--- src/design/jqse_pkg.sv ---
// Shared types and constants for the job queue with search and erase.
package jqse_pkg;

  // Default queue depth
  localparam int DEPTH_DEF = 16;

  localparam int ID_W  = 16;
  localparam int CNT_W = 5;

  typedef enum logic [1:0] {
    OP_PUSH  = 2'd0,
    OP_POP   = 2'd1,
    OP_ERASE = 2'd2,
    OP_FIND  = 2'd3
  } op_t;

  typedef enum logic [1:0] {
    ST_OK     = 2'd0,
    ST_FULL   = 2'd1,
    ST_EMPTY  = 2'd2,
    ST_BADPOS = 2'd3
  } status_t;

  // Input word
  typedef struct packed {
    op_t              opcode;
    logic [ID_W-1:0]  job_id;
    logic [CNT_W-1:0] position;
  } in_word_t;

  // Result word
  typedef struct packed {
    logic [ID_W-1:0]  head_id;
    logic [CNT_W-1:0] entry_count;
    logic [CNT_W-1:0] found_position;
    status_t          status;
  } out_word_t;

  // Per-cell control from the queue controller
  typedef struct packed {
    logic load;    // take the pushed id
    logic shift;   // take the neighbor's id (gap closing)
    logic cmp;     // latch compare result for find
    logic occ;     // slot holds a queued job
  } cell_ctrl_t;

endpackage

--- src/design/jqse_cell.sv ---
// One queue slot: holds an id, shifts from its neighbor, compares for find.
module jqse_cell
  import jqse_pkg::*;
(
  input  logic            clk,
  input  cell_ctrl_t      ctrl,
  input  logic [ID_W-1:0] push_id,
  input  logic [ID_W-1:0] nbr_id,
  input  logic [ID_W-1:0] cmp_id,
  output logic [ID_W-1:0] slot_id,
  output logic            match
);

  logic [ID_W-1:0] id_r;
  logic [ID_W-1:0] id_nxt;
  logic            match_r;

  // slot update: shift has priority, a push never coincides with a shift
  always_comb begin
    id_nxt = id_r;
    priority if (ctrl.shift) begin
      id_nxt = nbr_id;
    end else if (ctrl.load) begin
      id_nxt = push_id;
    end
  end

  // slot and match registers (payload only)
  always_ff @(posedge clk) begin
    id_r <= id_nxt;
    if (ctrl.cmp) begin
      match_r <= ctrl.occ && (id_r == cmp_id);
    end
  end

  assign slot_id = id_r;
  assign match   = match_r;

endmodule

--- src/design/jqse_first_match.sv ---
// First-match encoder over the cells' match flags, 1-based, 0 when none.
module jqse_first_match
  import jqse_pkg::*;
#(
  parameter int DEPTH = DEPTH_DEF
) (
  input  logic [DEPTH-1:0] match,
  output logic [CNT_W-1:0] found_pos
);

  // scan from the tail so the lowest matching slot wins
  always_comb begin
    found_pos = '0;
    for (int i = DEPTH - 1; i >= 0; i--) begin
      if (match[i]) begin
        found_pos = CNT_W'(i + 1);
      end
    end
  end

endmodule

--- src/design/job_queue_search_erase.sv ---
// Top level: job queue controller, chain of slot cells and result register.
// Ordered queue of up to DEPTH 16-bit job ids, held in a row of cells with the
// head in cell 0. Push, pop and erase update the cells straight from the accepted
// word: every cell decides locally whether to load the pushed id or take its
// neighbor's id, so a whole gap closes in a single shift. For a find, the cells
// first compare and latch a match flag, then a first-match encoder over those flags
// produces the position; no new word is taken while the find is in progress. Each word yields one
// result word, held in an output register so the next word can be accepted
// while a result is waiting, as long as that result is taken in the same cycle.
// Errors (push when full, pop when empty, erase position out of range) leave
// the queue unchanged and are reported in the status field.
module job_queue_search_erase
  import jqse_pkg::*;
#(
  parameter int DEPTH = DEPTH_DEF
) (
  input  logic      clk,
  input  logic      rst_n,
  input  logic      in_valid,
  output logic      in_ready,
  input  in_word_t  in_data,
  output logic      out_valid,
  input  logic      out_ready,
  output out_word_t out_data
);

  localparam int CW = $clog2(DEPTH + 1);
  localparam int IW = $clog2(DEPTH);
  localparam int WW = (CW > CNT_W) ? CW : CNT_W;

  typedef enum logic {
    S_RUN,
    S_FIND
  } state_t;

  state_t          state_r;
  state_t          state_nxt;
  logic            out_valid_r;
  logic            out_valid_nxt;
  out_word_t       out_data_r;
  out_word_t       out_data_nxt;
  logic [CW-1:0]   count_r;
  logic [CW-1:0]   count_nxt;

  logic            accept;
  logic            do_push;
  logic            do_rm;
  logic            do_find;
  logic [IW-1:0]   rm_idx;
  status_t         status;
  logic [WW-1:0]   pos_w;
  logic [WW-1:0]   cnt_w;
  logic [ID_W-1:0] head_nxt;
  logic [CNT_W-1:0] found_pos;

  cell_ctrl_t      ctrl   [DEPTH];
  logic [ID_W-1:0] slot   [DEPTH];
  logic [ID_W-1:0] nbr    [DEPTH];
  logic [DEPTH-1:0] match;

  // handshake
  assign in_ready = (state_r == S_RUN) && (!out_valid_r || out_ready);
  assign accept   = in_valid && in_ready;

  // opcode decode and range checks
  assign pos_w = WW'(in_data.position);
  assign cnt_w = WW'(count_r);

  always_comb begin
    do_push = 1'b0;
    do_rm   = 1'b0;
    do_find = 1'b0;
    rm_idx  = '0;
    status  = ST_OK;
    unique case (in_data.opcode)
      OP_PUSH: begin
        if (count_r == CW'(DEPTH)) begin
          status = ST_FULL;
        end else begin
          do_push = accept;
        end
      end
      OP_POP: begin
        if (count_r == '0) begin
          status = ST_EMPTY;
        end else begin
          do_rm = accept;
        end
      end
      OP_ERASE: begin
        if (pos_w == '0 || pos_w > cnt_w) begin
          status = ST_BADPOS;
        end else begin
          do_rm  = accept;
          rm_idx = IW'(pos_w - WW'(1));
        end
      end
      OP_FIND: begin
        do_find = accept;
      end
      default: begin
        status = ST_OK;
      end
    endcase
  end

  // count update
  always_comb begin
    count_nxt = count_r;
    if (do_push) begin
      count_nxt = count_r + CW'(1);
    end else if (do_rm) begin
      count_nxt = count_r - CW'(1);
    end
  end

  // cell chain
  for (genvar i = 0; i < DEPTH; i++) begin : g_cell
    if (i == DEPTH - 1) begin : g_last
      assign nbr[i] = '0;
    end else begin : g_mid
      assign nbr[i] = slot[i + 1];
    end

    assign ctrl[i].load  = do_push && (count_r == CW'(i));
    assign ctrl[i].shift = do_rm && (IW'(i) >= rm_idx);
    assign ctrl[i].cmp   = do_find;
    assign ctrl[i].occ   = CW'(i) < count_r;

    jqse_cell u_cell (
      .clk     (clk),
      .ctrl    (ctrl[i]),
      .push_id (in_data.job_id),
      .nbr_id  (nbr[i]),
      .cmp_id  (in_data.job_id),
      .slot_id (slot[i]),
      .match   (match[i])
    );
  end

  jqse_first_match #(
    .DEPTH (DEPTH)
  ) u_first_match (
    .match     (match),
    .found_pos (found_pos)
  );

  // head after this word
  always_comb begin
    if (count_nxt == '0) begin
      head_nxt = '0;
    end else if (do_rm && rm_idx == '0) begin
      head_nxt = slot[1];
    end else if (do_push && count_r == '0) begin
      head_nxt = in_data.job_id;
    end else begin
      head_nxt = slot[0];
    end
  end

  // next state and result word
  always_comb begin
    state_nxt     = state_r;
    out_valid_nxt = out_valid_r && !out_ready;
    out_data_nxt  = out_data_r;
    unique case (state_r)
      S_RUN: begin
        if (accept) begin
          if (in_data.opcode == OP_FIND) begin
            state_nxt = S_FIND;
          end else begin
            out_valid_nxt               = 1'b1;
            out_data_nxt.head_id        = head_nxt;
            out_data_nxt.entry_count    = CNT_W'(count_nxt);
            out_data_nxt.found_position = '0;
            out_data_nxt.status         = status;
          end
        end
      end
      S_FIND: begin
        state_nxt                   = S_RUN;
        out_valid_nxt               = 1'b1;
        out_data_nxt.head_id        = (count_r == '0) ? '0 : slot[0];
        out_data_nxt.entry_count    = CNT_W'(count_r);
        out_data_nxt.found_position = found_pos;
        out_data_nxt.status         = ST_OK;
      end
      default: begin
        state_nxt = S_RUN;
      end
    endcase
  end

  // state, count and registered outputs
  always_ff @(posedge clk) begin
    if (!rst_n) begin
      state_r     <= S_RUN;
      out_valid_r <= 1'b0;
      count_r     <= '0;
    end else begin
      state_r     <= state_nxt;
      out_valid_r <= out_valid_nxt;
      out_data_r  <= out_data_nxt;
      count_r     <= count_nxt;
    end
  end

  assign out_valid = out_valid_r;
  assign out_data  = out_data_r;

  // a find in progress always has a free result register
  a_find_out_free: assert property (@(posedge clk) disable iff (!rst_n)
    (state_r == S_FIND) |-> !out_valid_r)
    else $error("find stage entered with result register occupied");

  // a find always completes with a result in the next cycle
  a_find_result: assert property (@(posedge clk) disable iff (!rst_n)
    (state_r == S_FIND) |=> (out_valid_r && state_r == S_RUN))
    else $error("find did not deliver a result");

  // a good push grows the queue by one
  a_push_grow: assert property (@(posedge clk) disable iff (!rst_n)
    (accept && in_data.opcode == OP_PUSH && count_r != CW'(DEPTH))
      |=> (count_r == $past(count_r) + CW'(1)))
    else $error("push did not grow the queue");

  // count never exceeds the depth
  a_count_max: assert property (@(posedge clk) disable iff (!rst_n)
    count_r <= CW'(DEPTH))
    else $error("queue count beyond depth");

endmodule
--- config.mk ---
export PLATFORM = sky130hd
export DESIGN_NAME = job_queue_search_erase
export DESIGN_NICKNAME = d
export VERILOG_FILES = /design/src/design/jqse_pkg.sv /design/src/design/jqse_cell.sv /design/src/design/jqse_first_match.sv /design/src/design/job_queue_search_erase.sv
export SDC_FILE = /design/constraint.sdc
export NUM_CORES = 1
export LEC_CHECK = 0
export BUFFER_PORTS_ARGS = -buffer_cell sky130_fd_sc_hd__buf_4
export CORE_MARGIN = 3
export CORE_UTILIZATION = 63
export DETAILED_ROUTE_END_ITERATION = 7
export PLACE_DENSITY_LB_ADDON = 0.12
export SLEW_MARGIN = 30
export SYNTH_ARGS = -nofsm -noshare
export SYNTH_HDL_FRONTEND = slang
export SYNTH_SLANG_ARGS = --single-unit
--- constraint.sdc ---
create_clock -name clk -period 5.1 [get_ports clk]
set_input_delay 0.255 -clock clk [delete_from_list [all_inputs] [get_ports clk]]
set_output_delay 0.255 -clock clk [all_outputs]
set_load 0.01 [all_outputs]
[Word-level counts from Yosys, hierarchy flattened]
Index checks and enable logic that the tools add are counted.
Word-level totals
  flip-flop bits (word level): 307
  output and inout port bits: 30
  logic and storage cells: 261
Cells by class
  add/sub/neg operators: 3
  $lt $le $gt $ge: 33
  equal/unequal tests: 37
  multiplexer cells: 72
  bitwise operators: 1
  reduce and logical (&&, ||, !) cells: 76
Operators by type and width (number)
  $mux 16: 33
  $eq 16x16->1: 16
  $mux 5: 18
  $mux 28: 2
  $pmux 28 s2: 1
  $logic_and 1x1->1: 52
  $eq 5x4->1 const B: 8
  $lt 4x5->1 const A: 8
  $ge 4x4->1 const A: 8
  $reduce_bool 2->1: 14
  $eq 5x3->1 const B: 4
  $lt 3x5->1 const A: 4
  $ge 3x4->1 const A: 4
  $logic_not 5->1: 3
  $eq 5x2->1 const B: 2
  $lt 1x5->1 const A: 2
  $lt 2x5->1 const A: 2
  $mux 1: 10
  $ge 1x4->1 const A: 2
  $ge 2x4->1 const A: 2
  $mux 4: 2
  $pmux 1 s2: 3
  $pmux 2 s3: 1
  $add 5x1->5 const B: 1
  15 further kinds: 20

[Depth between registers and ports, before layout]
  depth in word-level cells: 17
  mapped depth: 13
  gate-level depth less buffers: 10

[By module]
From an unflattened synthesis, not the netlist that was laid out.
Unflattened totals
  cell total of the unflattened synthesis: 1270
  area total of the unflattened synthesis: 17013.8 um^2
Modules (own cells, without submodules)
  jqse_cell: instances 16, cells each 58, area an instance 888.4 um^2, seq. area each 510.5 um^2
  job_queue_search_erase: instances 1, cells each 311, area an instance 2633.8 um^2, seq. area each 980.9 um^2
  jqse_first_match: instances 1, cells each 31, area an instance 166.4 um^2, seq. area each 0.0 um^2

[Worst setup path before layout]
OpenSTA, ideal clock, no wires.
  path type: register to register
  start: reg count_r[4] (netlist: cnt_w[4])
  end: reg g_cell[8].u_cell.id_r[0], enable pin
  setup time: 411 ps
  arrival time: 3388 ps
  required time: 4689 ps
  setup slack: 1301 ps
  stages on the path, launching flop included: 14
  clock period less this slack: 3799 ps
  cells stage by stage: dfxtp_1 > clkbuf_1 > inv_1 > ha_1 > o211ai_1 > a21oi_1 > o31a_1 > or3_1 > a21oi_4 > a31oi_4 > a31o_1 > buf_4 > buf_6 > o21ai_0
On the way
  cells in the longest elaborated chain, start to end: 7
  elaborated cells on any way between the ends: 16
Ends and longest elaborated chain
  from (decl): line job_queue_search_erase.sv:42  | logic [CW-1:0] count_r;
  from (signal assigned): line job_queue_search_erase.sv:204  | count_r <= count_nxt;
  $gt 5x5->1: line job_queue_search_erase.sv:91  | if (pos_w == '0 || pos_w > cnt_w) begin
  $logic_or 1x1->1: line job_queue_search_erase.sv:91
  $mux 4: line job_queue_search_erase.sv:91
  $mux 4: line job_queue_search_erase.sv:75  | unique case (in_data.opcode)
  $ge 4x4->1: line job_queue_search_erase.sv:126  | assign ctrl[i].shift = do_rm && (IW'(i) >= rm_idx);
  $logic_and 1x1->1: line job_queue_search_erase.sv:126
  $reduce_bool 2->1 (no source line) (*)
  to (signal assigned): line jqse_cell.sv:30  | id_r <= id_nxt;
  to (decl): line jqse_cell.sv:14  | logic [ID_W-1:0] id_r;
Mark *: on every way between the ends. The rest lies on a longest branch, timed or not.
A chain may end at the register's enable or synchronous reset.

[Worst setup path after layout]
  start: reg count_r[4] (netlist: cnt_w[4])
  end: reg g_cell[8].u_cell.id_r[12], enable pin
The elaborated chain is that of the path after synthesis.

==> impl_metrics.toml <==
[sta]
slew_violations = 0
slew_headroom = 0.337
fin_setup_tns_ps = 0
period_share = 0.839
hold_viol = 0
min_period_ps = 4280
fmax_mhz = 234
rsz0062_at_grt = "false"
fin_skew_ps = 18.4
tightest_slew_ps = 994
setup_viol = 0

[clocking]
cts_tree = "built"
clk_path_buf_depth = 3
cts_resized = 0
cts-root-buf = "clkbuf_16"
cts_max_level = 2
cts_buffers = 34
clock_sinks = 307
clk_pin_slew_ps = 60
worst_skew_pair.late_latency_ps = 510
cts-hold-fix-buffers = 0
post_cts_buffers = 0

[global_routing]
gr-usage-met2 = 0.468
grt_pass1_wl_mm = 64.4
grt_max_degree = 33
grt.overflow.total = 0
grt_pass1_vias = 10900
antenna_found_initial = 0
grt_use_total = 0.294
met1_usage = 0.422
gr-usage-met3 = 0.0473
top_usage_layer = "met2"

[floorplanning]
io_pins = 57
fp.dieW_um = 169
rows = 59
die_y_um = 169
core_area_um2 = 26100
die-area_um2 = 28700
start_util = 0.643

[worst_setup_path]
cpPeakStageDelay_ps = 680
cp_max_fo = 18
start_kind = "flop"
cp.arrival_ps = 4460
end_kind = "flop"
path_cells = "inv_1 -> ha_1 -> o211ai_1 -> a21oi_1 -> o31a_1 -> or3_1 -> a21oi_4 -> a31oi_4 -> buf_4 -> a31o_1 -> o21ai_1 -> buf_4"
worstPathRequired_ps = 5290
cpMaxStageDelayCell = "dfxtp_1"
crit_top_cell = "buf_4"
path_class = "flop to flop"

[routing]
post-route-drc-count = 0
final_antenna_net_count = 0
wl_per_cell_um = 23.9
drt-initial-drc-count = 1265
first_pass_iters = 6
route.vias.total = 11100
drt-vias-per-instance = 6.28
wl_mm = 42.4

[yosys]
post-synth-top-area-cell = "edfxtp_1"
async_reset_ff_frac = 0
netlist.area_leader.share = 0.479
synth_cell_types = 57
seq_area_frac_synth = 0.525
syn_area_um2 = 16800
syn_area_per_cell_um2 = 12.0
ys_warn_count = 0
synth_flop_cell = "edfxtp_1"
ys_seq_elements = 307
syn_nets = 1441
synth_edf_count = 268
synth_cells = 1398
yosys-top-cells-area = "edfxtp_1, mux2_2, xor2_1, dfxtp_1, xnor2_1"

[layout]
multi_input_area_um2 = 7470
final_cell_mix = "edfxtp_1, mux2_2, xor2_1"
final_common_cell = "edfxtp_1"
fillCellCount = 1856
antennaDiodeCount = 0
regArea_um2 = 8830
final_cells = 1770
syn_to_final_growth_pct = 9.90
fin_nets = 1454
drive_gt1_frac = 0.261

[status]
outcome = "finished clean"

[min_path]
hold_path_class = "input port to flop"

[power]
max-vdd-ir-drop_uv = 293
power_density_nw_per_um2 = 334
power.total_mw = 6.17
p_leak_nw = 6.53

[run]
drv_cap = 0

[place]
place_hpwl_mm = 28.4
gp_congestion = 0.940
numPortBuffers = 56
dp.cells = 1710
[final cells by class]
cell class / count / share of cell area
clock buffer: 45 / 0.0494
tap: 335 / 0.0227
sequential: 307 / 0.478
inverter: 30 / 0.00610
multi-input combinational: 954 / 0.404
timing repair buffer: 84 / 0.0341
clock inverter: 15 / 0.00549
[synthesized netlist by cell type (all sizes together), types with 2 or more instances]
library cell / count
nand4: 28
o31a: 3
o211ai: 4
nand2b: 6
o21ai: 32
o21a: 3
and2: 10
ha: 16
o31ai: 4
a211oi: 6
nor3: 25
a21oi: 62
or4: 2
a31o: 3
nand3: 37
xnor2: 86
edfxtp: 268
a31oi: 4
nor4: 45
clkbuf: 72
nor2: 31
nor2b: 4
or3: 4
buf: 35
and3: 5
or2: 2
o41ai: 2
o21bai: 4
xor2: 175
dfxtp: 39
inv: 30
mux2: 208
nand2: 135
[critical path, delay by kind of cell, from the launching register on]
kind	cells	cell delay, ps
buffers and inverters	3	770
adders and majority gates	1	370
AOI/OAI and AO/OA	7	1690
and+or+nand+nor	1	430
DFF	1	680
[power breakdown]
group          switching, mW  internal, mW
Sequential             0.114          2.90
Clock                  0.960          1.31
Combinational          0.520         0.369
[per-stage QoR]
step / hold slack [ps] / instance area [um^2] / setup slack (ps) / util
after floorplan: 377 / 16800 / 1300 / -
after global placement: 465 / 17400 / 1140 / 0.667
after detailed placement: 475 / 17400 / 952 / 0.667
after CTS: 40.6 / 18400 / 946 / 0.706
after global routing: 59.8 / 18500 / 544 / 0.707
final: 64.0 / 18500 / 823 / 0.707
[cells by family after synthesis]
logic type,synth area share
simple gates,0.0981
compound gates,0.0528
buf+inv,0.0341
xor+xnor,0.136
mux,0.141
fa+ha+maj,0.0119
flops,0.525
[per-layer routing]
| layer | share of wire | vias to the layer above |
|---|---|---|
| met2 | 0.47 | 516 |
| met5 | 0 | - |
| li1 | - | 5024 |
| met4 | 0.024 | 0 |
| met3 | 0.086 | 84 |
| met1 | 0.42 | 5486 |
[flip-flops by register name (all words and copies together) (netlist names)]
name / count
out_valid: 1
g_cell.u_cell.slot_id: 256
cnt_w: 5
g_cell.u_cell.match: 16
state_r: 1
out_data: 28
[final timing paths]
| path | slack [ps] | endpoint | startpoint | cells after the start |
|---|---|---|---|---|
| worst max register to register | 820 | g_cell[8].u_cell.slot_id[12] | cnt_w[4] | 12 |
| worst min-delay path | 60 | cnt_w[4] | rst_n | 2 |
| worst max-delay path | 820 | g_cell[8].u_cell.slot_id[12] | cnt_w[4] | 12 |
| worst min register to register | 480 | g_cell[15].u_cell.slot_id[10] | g_cell[15].u_cell.slot_id[10] | 2 |
(Power assumes the default switching activity.)
